===== config.mk =====
export PLATFORM = sky130hd
export DESIGN_NAME = alarm_clock_set_fsm_core
export DESIGN_NICKNAME = d
export VERILOG_FILES = /design/src/hdl/alcs_pkg.sv /design/src/hdl/alarm_clock_set_fsm_core.sv
export VERILOG_INCLUDE_DIRS = /design/src /design/src/hdl
export SDC_FILE = /design/constraint.sdc
export NUM_CORES = 1
export LEC_CHECK = 0
export BUFFER_PORTS_ARGS = -buffer_cell sky130_fd_sc_hd__buf_2
export CAP_MARGIN = 20
export CELL_PAD_IN_SITES_DETAIL_PLACEMENT = 2
export CELL_PAD_IN_SITES_GLOBAL_PLACEMENT = 2
export CORE_AREA = 2 2 204 206
export DETAILED_ROUTE_END_ITERATION = 8
export DIE_AREA = 0 0 206 208
export HOLD_SLACK_MARGIN = 0.12
export PLACE_DENSITY_LB_ADDON = 0.1
export SLEW_MARGIN = 20
export SYNTH_ARGS = -nofsm -noshare
export SYNTH_HDL_FRONTEND = slang
export SYNTH_SLANG_ARGS = --single-unit

===== constraint.sdc =====
create_clock -name clk -period 5.2 [get_ports clk]
set_input_delay 0.26 -clock clk [delete_from_list [all_inputs] [get_ports clk]]
set_output_delay 0.26 -clock clk [all_outputs]
set_load 0.05 [all_outputs]

===== src/hdl/alarm_clock_set_fsm_core_assert.svh =====
// Assertion macros for the alarm clock mode controller.
`ifndef ALARM_CLOCK_SET_FSM_CORE_ASSERT_SVH
`define ALARM_CLOCK_SET_FSM_CORE_ASSERT_SVH
`ifndef SYNTH
// same-cycle implication, checked on clk, disabled in reset
`define ALCS_ASSERT_IMP(label, ante, cons, msg) \
	label: assert property (@(posedge clk) disable iff (!arst_n) (ante) |-> (cons)) \
		else $error(msg);
// next-cycle implication
`define ALCS_ASSERT_NXT(label, ante, cons, msg) \
	label: assert property (@(posedge clk) disable iff (!arst_n) (ante) |=> (cons)) \
		else $error(msg);
`else
`define ALCS_ASSERT_IMP(label, ante, cons, msg)
`define ALCS_ASSERT_NXT(label, ante, cons, msg)
`endif
`endif


===== src/hdl/alcs_pkg.sv =====
// Shared codes, limits, result type and step helpers of the alarm clock controller.
package alcs_pkg;

	// event codes carried in s_tuser
	localparam logic [2:0] CMD_TICK  = 3'd0;
	localparam logic [2:0] CMD_CLOCK = 3'd1;
	localparam logic [2:0] CMD_MODE  = 3'd2;
	localparam logic [2:0] CMD_LONG  = 3'd3;
	localparam logic [2:0] CMD_INC   = 3'd4;
	localparam logic [2:0] CMD_DEC   = 3'd5;

	// clock chip write targets
	localparam logic [3:0] WF_HOUR   = 4'd0;
	localparam logic [3:0] WF_MIN    = 4'd1;
	localparam logic [3:0] WF_WDAY   = 4'd2;
	localparam logic [3:0] WF_DATE   = 4'd3;
	localparam logic [3:0] WF_MONTH  = 4'd4;
	localparam logic [3:0] WF_YEAR   = 4'd5;
	localparam logic [3:0] WF_AFLAG  = 4'd6;
	localparam logic [3:0] WF_AHOUR  = 4'd7;
	localparam logic [3:0] WF_AMIN   = 4'd8;

	// configuration register indexes
	localparam logic [1:0] CFG_ADJUST = 2'd0;
	localparam logic [1:0] CFG_RING   = 2'd1;
	localparam logic [1:0] CFG_ANIM   = 2'd2;
	localparam logic [1:0] CFG_BLINK  = 2'd3;

	// configuration reset values
	localparam logic [15:0] ADJUST_RST = 16'd10000;
	localparam logic [15:0] RING_RST   = 16'd60000;
	localparam logic [15:0] ANIM_RST   = 16'd500;
	localparam logic [15:0] BLINK_RST  = 16'd300;

	// field limits, on the common 7-bit edit width
	localparam logic [6:0] HOUR_MAX  = 7'd23;
	localparam logic [6:0] MIN_MAX   = 7'd59;
	localparam logic [6:0] WDAY_MAX  = 7'd7;
	localparam logic [6:0] DATE_MAX  = 7'd31;
	localparam logic [6:0] MONTH_MAX = 7'd12;
	localparam logic [6:0] YEAR_MAX  = 7'd99;
	localparam logic [6:0] ZERO_MIN  = 7'd0;
	localparam logic [6:0] ONE_MIN   = 7'd1;

	// one result item, mode_now in the lowest bits
	typedef struct packed {
		logic [6:0] write_value;
		logic [3:0] write_field;
		logic       write_valid;
		logic       tracking_clock;
		logic       alarm_enabled;
		logic       anim_frame;
		logic       cursor_visible;
		logic [3:0] mode_now;
	} result_t;

	function automatic logic [6:0] wrap_inc(logic [6:0] v, logic [6:0] lo, logic [6:0] hi);
		return (v < hi) ? v + 7'd1 : lo;
	endfunction

	function automatic logic [6:0] wrap_dec(logic [6:0] v, logic [6:0] lo, logic [6:0] hi);
		return (v > lo) ? v - 7'd1 : hi;
	endfunction

	function automatic logic [6:0] sat_inc(logic [6:0] v, logic [6:0] hi);
		return (v < hi) ? v + 7'd1 : hi;
	endfunction

	function automatic logic [6:0] sat_dec(logic [6:0] v, logic [6:0] lo);
		return (v > lo) ? v - 7'd1 : lo;
	endfunction

endpackage


===== src/hdl/alarm_clock_set_fsm_core.sv =====
// Alarm clock mode controller: edit modes, alarm set-up, ringing and clock writes.
//
//  channel   dir  handshake             payload
//  s_*       in   s_tvalid / s_tready   s_tuser command, s_tdata clock time fields
//  m_*       out  m_tvalid / m_tready   m_tdata mode, flags and clock write
//  cfg_*     in   cfg_we                cfg_index, cfg_wdata
//
// One request per cycle sustained while m_tready holds; a request goes from the input
// stage through the single-pass step logic into the result register.
// arst_n clears the mode, time, alarm and counter state and loads the default timings.
// A stalled result holds the result register; the input stage still takes one
// request, then s_tready drops until the result is taken.
`include "alarm_clock_set_fsm_core_assert.svh"

module alarm_clock_set_fsm_core
	import alcs_pkg::*;
#(
	parameter int COUNT_WIDTH = 16
) (
	input  logic        clk,
	input  logic        arst_n,
	input  logic        s_tvalid,
	output logic        s_tready,
	// s_tuser: command[2:0]
	input  logic [2:0]  s_tuser,
	// s_tdata: rtc_hour[4:0], rtc_minute[10:5], rtc_second[16:11], rtc_weekday[19:17],
	//          rtc_date[24:20], rtc_month[28:25], rtc_year[35:29], zero[39:36]
	input  logic [39:0] s_tdata,
	output logic        m_tvalid,
	input  logic        m_tready,
	// m_tdata: mode_now[3:0], cursor_visible[4], anim_frame[5], alarm_enabled[6],
	//          tracking_clock[7], write_valid[8], write_field[12:9], write_value[19:13],
	//          zero[23:20]
	output logic [23:0] m_tdata,
	input  logic        cfg_we,
	input  logic [1:0]  cfg_index,
	input  logic [15:0] cfg_wdata
);

	typedef enum logic [3:0] {
		M_INIT   = 4'd0,
		M_NORMAL = 4'd1,
		M_ADJUST = 4'd2,
		M_HOUR   = 4'd3,
		M_MIN    = 4'd4,
		M_WDAY   = 4'd5,
		M_DATE   = 4'd6,
		M_MONTH  = 4'd7,
		M_YEAR   = 4'd8,
		M_AMENU  = 4'd9,
		M_AHOUR  = 4'd10,
		M_AMIN   = 4'd11,
		M_RING   = 4'd12
	} mode_t;

	typedef logic [COUNT_WIDTH-1:0] count_t;

	// configuration
	logic [15:0] adjust_q, ring_q, anim_per_q, blink_per_q;

	// input stage
	logic       valid_s1;
	logic [2:0] cmd_s1;
	logic [4:0] rhour_s1;
	logic [5:0] rmin_s1, rsec_s1;
	logic [2:0] rwday_s1;
	logic [4:0] rdate_s1;
	logic [3:0] rmonth_s1;
	logic [6:0] ryear_s1;

	// controller state
	mode_t      mode_q;
	logic [4:0] hour_q, ahour_q;
	logic [5:0] minute_q, second_q, amin_q;
	logic [2:0] wday_q;
	logic [4:0] date_q;
	logic [3:0] month_q;
	logic [6:0] year_q;
	logic       alarm_on_q, track_q, blink_ph_q, anim_ph_q;
	count_t     timeout_q, blink_q, anim_q;

	// result register
	logic    m_tvalid_q;
	result_t res_q;

	// next-state values
	mode_t      n_mode;
	logic [4:0] n_hour, n_ahour;
	logic [5:0] n_minute, n_second, n_amin;
	logic [2:0] n_wday;
	logic [4:0] n_date;
	logic [3:0] n_month;
	logic [6:0] n_year;
	logic       n_alarm_on, n_track, n_blink_ph, n_anim_ph;
	count_t     n_timeout, n_blink, n_anim;
	logic       n_wvalid;
	logic [3:0] n_wfield;
	logic [6:0] n_wvalue;

	// shared edit path
	logic       ed_en;
	logic [2:0] key, ed_key;
	logic [3:0] ed_field;
	mode_t      ed_next;
	logic [6:0] ed_cur, ed_inc, ed_dec, ed_new;

	logic adv;

	// a request leaves the input stage when the result register is free or drains
	assign adv      = valid_s1 && (!m_tvalid_q || m_tready);
	assign s_tready = !valid_s1 || adv;
	assign m_tvalid = m_tvalid_q;
	assign m_tdata  = {4'b0, res_q};

	// one step of the controller for the request in the input stage
	always_comb begin
		n_mode     = mode_q;
		n_hour     = hour_q;
		n_minute   = minute_q;
		n_second   = second_q;
		n_wday     = wday_q;
		n_date     = date_q;
		n_month    = month_q;
		n_year     = year_q;
		n_ahour    = ahour_q;
		n_amin     = amin_q;
		n_alarm_on = alarm_on_q;
		n_track    = track_q;
		n_blink_ph = blink_ph_q;
		n_anim_ph  = anim_ph_q;
		n_timeout  = timeout_q;
		n_blink    = blink_q;
		n_anim     = anim_q;
		n_wvalid   = 1'b0;
		n_wfield   = WF_HOUR;
		n_wvalue   = 7'd0;

		key = (cmd_s1 >= CMD_MODE && cmd_s1 <= CMD_DEC) ? cmd_s1 : CMD_TICK;

		// tick counts down, clock update loads the time while tracking
		if (cmd_s1 == CMD_TICK) begin
			if (n_timeout != '0) n_timeout = n_timeout - count_t'(1);
			if (n_blink != '0)   n_blink   = n_blink - count_t'(1);
			if (n_anim != '0)    n_anim    = n_anim - count_t'(1);
		end else if (cmd_s1 == CMD_CLOCK && track_q) begin
			n_hour   = rhour_s1;
			n_minute = rmin_s1;
			n_second = rsec_s1;
			n_wday   = rwday_s1;
			n_date   = rdate_s1;
			n_month  = rmonth_s1;
			n_year   = ryear_s1;
		end

		ed_en    = 1'b0;
		ed_key   = key;
		ed_field = WF_HOUR;
		ed_next  = M_INIT;
		ed_cur   = 7'd0;
		ed_inc   = 7'd0;
		ed_dec   = 7'd0;

		// mode logic
		unique case (mode_q)
			M_INIT: begin
				n_track = 1'b1;
				n_mode  = M_NORMAL;
			end
			M_NORMAL: begin
				if (alarm_on_q && n_hour == ahour_q && n_minute == amin_q
						&& n_second == 6'd0) begin
					n_timeout = count_t'(ring_q);
					n_mode    = M_RING;
				end
				if (key == CMD_MODE) begin
					n_mode = M_ADJUST;
				end else if (key == CMD_LONG) begin
					n_timeout = count_t'(adjust_q);
					n_track   = 1'b0;
					n_mode    = M_AMENU;
				end
			end
			M_ADJUST: begin
				n_track   = 1'b0;
				n_timeout = count_t'(adjust_q);
				n_mode    = M_HOUR;
			end
			M_HOUR: begin
				ed_en    = 1'b1;
				ed_field = WF_HOUR;
				ed_next  = M_MIN;
				ed_cur   = 7'(n_hour);
				ed_inc   = wrap_inc(ed_cur, ZERO_MIN, HOUR_MAX);
				ed_dec   = wrap_dec(ed_cur, ZERO_MIN, HOUR_MAX);
			end
			M_MIN: begin
				ed_en    = 1'b1;
				ed_field = WF_MIN;
				ed_next  = M_WDAY;
				ed_cur   = 7'(n_minute);
				ed_inc   = wrap_inc(ed_cur, ZERO_MIN, MIN_MAX);
				ed_dec   = wrap_dec(ed_cur, ZERO_MIN, MIN_MAX);
			end
			M_WDAY: begin
				ed_en    = 1'b1;
				ed_field = WF_WDAY;
				ed_next  = M_DATE;
				ed_cur   = 7'(n_wday);
				ed_inc   = wrap_inc(ed_cur, ONE_MIN, WDAY_MAX);
				ed_dec   = wrap_dec(ed_cur, ONE_MIN, WDAY_MAX);
			end
			M_DATE: begin
				ed_en    = 1'b1;
				ed_field = WF_DATE;
				ed_next  = M_MONTH;
				ed_cur   = 7'(n_date);
				ed_inc   = wrap_inc(ed_cur, ONE_MIN, DATE_MAX);
				ed_dec   = wrap_dec(ed_cur, ONE_MIN, DATE_MAX);
			end
			M_MONTH: begin
				ed_en    = 1'b1;
				ed_field = WF_MONTH;
				ed_next  = M_YEAR;
				ed_cur   = 7'(n_month);
				ed_inc   = sat_inc(ed_cur, MONTH_MAX);
				ed_dec   = sat_dec(ed_cur, ONE_MIN);
			end
			M_YEAR: begin
				ed_en    = 1'b1;
				ed_field = WF_YEAR;
				ed_next  = M_INIT;
				ed_cur   = n_year;
				ed_inc   = wrap_inc(ed_cur, ZERO_MIN, YEAR_MAX);
				ed_dec   = wrap_dec(ed_cur, ZERO_MIN, YEAR_MAX);
			end
			M_AMENU: begin
				if (key == CMD_DEC) begin
					n_alarm_on = 1'b1;
					n_wvalid   = 1'b1;
					n_wfield   = WF_AFLAG;
					n_wvalue   = 7'd1;
					n_timeout  = count_t'(adjust_q);
					n_mode     = M_AHOUR;
				end else if (key == CMD_INC) begin
					n_alarm_on = 1'b0;
					n_wvalid   = 1'b1;
					n_wfield   = WF_AFLAG;
					n_wvalue   = 7'd0;
					n_mode     = M_INIT;
				end else if (n_timeout == '0) begin
					n_mode = M_INIT;
				end
			end
			M_AHOUR: begin
				ed_en    = 1'b1;
				ed_field = WF_AHOUR;
				ed_next  = M_AMIN;
				ed_cur   = 7'(ahour_q);
				ed_inc   = wrap_inc(ed_cur, ZERO_MIN, HOUR_MAX);
				ed_dec   = wrap_dec(ed_cur, ZERO_MIN, HOUR_MAX);
			end
			M_AMIN: begin
				// an idle event after the timeout commits like a mode press
				ed_en    = 1'b1;
				ed_key   = (key == CMD_TICK && n_timeout == '0) ? CMD_MODE : key;
				ed_field = WF_AMIN;
				ed_next  = M_INIT;
				ed_cur   = 7'(amin_q);
				ed_inc   = wrap_inc(ed_cur, ZERO_MIN, MIN_MAX);
				ed_dec   = wrap_dec(ed_cur, ZERO_MIN, MIN_MAX);
			end
			M_RING: begin
				if (n_anim == '0) begin
					n_anim    = count_t'(anim_per_q);
					n_anim_ph = !anim_ph_q;
				end
				if (key == CMD_MODE || n_timeout == '0) n_mode = M_INIT;
			end
			default: begin
				n_mode = M_INIT;
			end
		endcase

		// edit modes: blink, then dec / inc / commit / commit and leave on timeout
		ed_new = ed_cur;
		if (ed_en) begin
			if (n_blink == '0) begin
				n_blink    = count_t'(blink_per_q);
				n_blink_ph = !blink_ph_q;
			end
			priority if (ed_key == CMD_DEC) begin
				n_timeout = count_t'(adjust_q);
				ed_new    = ed_dec;
			end else if (ed_key == CMD_INC) begin
				n_timeout = count_t'(adjust_q);
				ed_new    = ed_inc;
			end else if (ed_key == CMD_MODE) begin
				n_wvalid  = 1'b1;
				n_wfield  = ed_field;
				n_wvalue  = ed_cur;
				n_timeout = count_t'(adjust_q);
				n_mode    = ed_next;
			end else if (n_timeout == '0) begin
				n_wvalid = 1'b1;
				n_wfield = ed_field;
				n_wvalue = ed_cur;
				n_mode   = M_INIT;
			end
		end

		// write the edited value back to its field
		unique case (mode_q)
			M_HOUR:  n_hour   = ed_new[4:0];
			M_MIN:   n_minute = ed_new[5:0];
			M_WDAY:  n_wday   = ed_new[2:0];
			M_DATE:  n_date   = ed_new[4:0];
			M_MONTH: n_month  = ed_new[3:0];
			M_YEAR:  n_year   = ed_new;
			M_AHOUR: n_ahour  = ed_new[4:0];
			M_AMIN:  n_amin   = ed_new[5:0];
			default: ;
		endcase
	end

	// input stage payload
	always_ff @(posedge clk) begin
		if (s_tvalid && s_tready) begin
			cmd_s1    <= s_tuser;
			rhour_s1  <= s_tdata[4:0];
			rmin_s1   <= s_tdata[10:5];
			rsec_s1   <= s_tdata[16:11];
			rwday_s1  <= s_tdata[19:17];
			rdate_s1  <= s_tdata[24:20];
			rmonth_s1 <= s_tdata[28:25];
			ryear_s1  <= s_tdata[35:29];
		end
	end

	// configuration, state and result register
	always_ff @(posedge clk or negedge arst_n) begin
		if (!arst_n) begin
			adjust_q    <= ADJUST_RST;
			ring_q      <= RING_RST;
			anim_per_q  <= ANIM_RST;
			blink_per_q <= BLINK_RST;
			valid_s1    <= 1'b0;
			mode_q      <= M_INIT;
			hour_q      <= 5'd0;
			minute_q    <= 6'd0;
			second_q    <= 6'd0;
			wday_q      <= 3'd1;
			date_q      <= 5'd1;
			month_q     <= 4'd1;
			year_q      <= 7'd0;
			ahour_q     <= 5'd0;
			amin_q      <= 6'd0;
			alarm_on_q  <= 1'b0;
			track_q     <= 1'b0;
			blink_ph_q  <= 1'b0;
			anim_ph_q   <= 1'b0;
			timeout_q   <= '0;
			blink_q     <= '0;
			anim_q      <= '0;
			m_tvalid_q  <= 1'b0;
			res_q       <= '0;
		end else begin
			if (cfg_we) begin
				unique case (cfg_index)
					CFG_ADJUST: adjust_q    <= cfg_wdata;
					CFG_RING:   ring_q      <= cfg_wdata;
					CFG_ANIM:   anim_per_q  <= cfg_wdata;
					CFG_BLINK:  blink_per_q <= cfg_wdata;
				endcase
			end

			if (s_tready) valid_s1 <= s_tvalid;

			if (adv) begin
				mode_q     <= n_mode;
				hour_q     <= n_hour;
				minute_q   <= n_minute;
				second_q   <= n_second;
				wday_q     <= n_wday;
				date_q     <= n_date;
				month_q    <= n_month;
				year_q     <= n_year;
				ahour_q    <= n_ahour;
				amin_q     <= n_amin;
				alarm_on_q <= n_alarm_on;
				track_q    <= n_track;
				blink_ph_q <= n_blink_ph;
				anim_ph_q  <= n_anim_ph;
				timeout_q  <= n_timeout;
				blink_q    <= n_blink;
				anim_q     <= n_anim;

				res_q.mode_now       <= n_mode;
				res_q.cursor_visible <= n_blink_ph;
				res_q.anim_frame     <= n_anim_ph;
				res_q.alarm_enabled  <= n_alarm_on;
				res_q.tracking_clock <= n_track;
				res_q.write_valid    <= n_wvalid;
				res_q.write_field    <= n_wfield;
				res_q.write_value    <= n_wvalue;
			end

			if (adv) begin
				m_tvalid_q <= 1'b1;
			end else if (m_tready) begin
				m_tvalid_q <= 1'b0;
			end
		end
	end

	// checks
	`ALCS_ASSERT_NXT(a_adv_gives_result, adv, m_tvalid_q, "request left stage without result")
	`ALCS_ASSERT_IMP(a_idle_write_zero, m_tvalid_q && !res_q.write_valid, res_q.write_field == WF_HOUR && res_q.write_value == 7'd0, "idle write carries data")
	`ALCS_ASSERT_IMP(a_ring_needs_alarm, mode_q == M_RING, alarm_on_q, "ringing with alarm disarmed")
	`ALCS_ASSERT_IMP(a_edit_not_tracking, mode_q >= M_HOUR && mode_q <= M_AMIN, !track_q, "clock tracked while editing")

endmodule

==> reports/qor.yml <==
status:
  status: "complete, no violations"
clock_network:
  cts_setup_buffers: 0
  numCtsBuffers: 28
  cts_tree: "built"
  cts_htree_levels: 1
  clock_sinks: 220
  clk-insertion-delay-late_ns: 0.60
  clk_path_buf_depth: 3
  root_buffer: "clkbuf_16"
  clkSlewWorstSetupHoldPaths_ns: 0.07
floorplan:
  placeableCoreArea_sq_um: 40600
  die_w_um: 206
  initial_utilization_pct: 34.6
  row_count: 74
  ios: 92
  fp.dieH_um: 208
  die_area_sq_um: 42800
placement:
  place_hpwl_mm: 44.1
  routabilityCongestion: 0.955
  port-buffer-count: 83
  pre_cts_ws_ns: 0.672
setup_path:
  worst-path-max-fanout: 21
  critPathSlowestCell: "nor3b_1"
  rr_startpoint: "cmd_s1[0]"
  worstPathRequired_ns: 5.63
  critPathBufInv: 2
  startpoint_type: "flip-flop"
  rrSetupSlack_ns: 0.50
  crit_type: "flip-flop to flip-flop"
  r2r-end: "anim_q[15]"
  path_cells: "buf_4 -> nor3_2 -> buf_4 -> o2111ai_1 -> nor4_1 -> nor3b_1 -> nand2_1 -> nor3_1 -> nor3b_1 -> nand3_1 -> o211a_1"
  cp_data_arrival_time_ns: 5.14
  cp_top_family: "simple AND/OR/NAND/NOR gates"
  slowest_delay_ns: 0.93
  critPathCaptureType: "flip-flop"
  rr_worst_depth: 11
yosys:
  async_flop_share_pct: 82.3
  synthTopCellsByArea: "dfrtp_1 28%, edfxtp_1 8.3%, mux2_2 7.2%"
  synth.top_cell.area_share_pct: 27.8
  synth_warnings: 0
  synth_area_sq_um: 14000
  syn_area_per_cell_sq_um: 9.20
  yosysSeqAreaShare_pct: 40.8
  ys.flop_type: "dfrtp_1"
  yosys.area.top_type: "dfrtp_1"
  synth_edf_count: 39
  synth-seq-cells: 220
  synthCells: 1526
  synth_cell_types: 88
routing:
  ant_nets: 0
  wirelength_mm: 60.4
  firstDrtPassIters: 5
  drc: 0
  drt_iter0_drc: 1096
  vias: 13400
  wire_per_inst_um: 27.2
  drt-vias-per-instance: 6.04
global_route:
  grt_max_degree: 124
  grt_overflow: 0
  grt_pass1_wl_mm: 91.2
  grt_usage_pct: 28.3
  antenna_found_initial: 2
  grt_pass1_vias: 13900
timing:
  setup_viol: 0
  hold_ws_ns: 0.225
  worst_slew_pin_slew_ns: 1.06
  tns_ns: 0
  min_period_ns: 4.70
  relSlewSlack_pct: 28.9
  period_share_pct: 90.4
  hold_viol_final: 0
  rsz0062_at_grt: "no"
  max_freq_mhz: 213
  fin_ws_ns: 0.497
  report.final.slew_viol_count: 0
  finalClockSkew_ns: 0.0599
pwr:
  power_density_nw_per_um2: 534
  p_leak_nw: 6.63
  peakVddDrop_uv: 278
cells_and_area:
  final_nets: 1749
  drive_above_1_share_pct: 20.0
  final_common_cell: "dfrtp_1"
  synthToLayoutAreaGrowth_pct: 19.9
  layout_common_cells: "156 x dfrtp_1, 133 x nand2_1, 127 x nor2_1"
flow_run:
  maxCapViolations: 0
hold_path:
  hold_class: "input port to asynchronous set/reset pin"
[routing by layer]
| layer | vias to the layer above | GRT usage (%) | wire (um) |
|---|---|---|---|
| li1 | 5986 | - | - |
| met1 | 6881 | 42.4 | 29300 |
| met2 | 403 | 40.6 | 25300 |
| met3 | 98 | 5.81 | 3970 |
| met4 | 0 | 8.18 | 1810 |
| met5 | - | 0 | 0 |
[cell families (layout without fill, tap and decap cells)]
kind of cell | count (synthesis) | in the layout | synth area share, %
fa+ha+maj | 24 | 24 | 2.14
compound gates | 450 | 450 | 21.6
other cells | 1 | 6 | 0.0267
xor+xnor | 47 | 47 | 2.93
mux | 135 | 135 | 10.5
flops | 220 | 220 | 40.8
buf+inv | 156 | 308 | 4.78
simple gates | 493 | 493 | 17.2
[metrics by stage]
step / instance area, sq um / cells / util [%] / power (mW)
after floorplan: 14100 / 1529 / - / 5.14
after global placement: 15200 / 2102 / 37.5 / 6.63
after detailed placement: 15200 / 2102 / 37.5 / 6.75
after CTS: 16800 / 2213 / 41.5 / 8.96
after global routing: 16800 / 2214 / 41.5 / 9.50
final: 16800 / 2215 / 41.5 / 8.99
[power breakdown]
part | internal, mW | leakage [nW] | switching (mW)
Sequential | 2.19 | 2.59 | 0.551
Clock | 1.29 | 0.489 | 0.826
Combinational | 1.46 | 3.56 | 2.67
Total | 4.94 | 6.63 | 4.04
[cell type report]
class,count,area [sq um]
Antenna cell,2,5.00
Clock buffer,42,857
Clock inverter,10,156
Fill cell,4425,23700
Inverter,47,176
Multi-Input combinational cell,1153,7700
Sequential cell,220,5730
Tap cell,532,666
Timing Repair Buffer,209,1540
[Yosys cell counts, types with 8 or more instances]
cell	count
a211oi_1	22
a21o_1	8
a21oi_1	85
a221oi_1	12
a22oi_1	19
a31oi_1	18
buf_1	10
buf_4	10
clkbuf_1	80
dfrtp_1	156
dfstp_2	25
edfxtp_1	39
ha_1	24
inv_1	46
mux2_2	90
mux2i_1	44
nand2_1	134
nand2b_1	14
nand3_1	39
nand4_1	22
nor2_1	127
nor2b_1	9
nor3_1	60
nor4_1	17
o211ai_1	18
o21a_1	10
o21ai_0	108
o221ai_1	12
o22ai_1	17
o31ai_1	23
or3_1	12
or4_1	13
xnor2_1	27
xor2_1	20
[sequential cells by signal, indices dropped and copies added, names as in the netlist, 6 cells and up]
| name | cells |
|---|---|
| adjust_q | 16 |
| amin_q | 6 |
| anim_per_q | 16 |
| anim_q | 16 |
| blink_per_q | 16 |
| blink_q | 16 |
| m_tdata | 20 |
| minute_q | 6 |
| ring_q | 16 |
| rmin_s1 | 6 |
| rsec_s1 | 6 |
| ryear_s1 | 7 |
| second_q | 6 |
| timeout_q | 16 |
| year_q | 7 |
[worst max-delay path by stage]
stage	start	endpoint	slack [ns]	depth (start not counted)
after floorplan	cmd_s1[1]	year_q[1]	1.42	15
after global placement	cmd_s1[1]	m_tdata[19]	0.81	12
after detailed placement	cmd_s1[0]	anim_q[15]	0.67	11
after CTS	cmd_s1[0]	anim_q[15]	0.54	11
after global routing	cmd_s1[0]	anim_q[15]	0.13	11
final	cmd_s1[0]	anim_q[15]	0.50	11
[what timing repair did]
item | CTS | global route
hold buffers | 59 | 0
resized for setup | 0 | 0
endpoints found under the hold margin | 163 | 0
No activity file was read; power rests on OpenSTA's default activity.
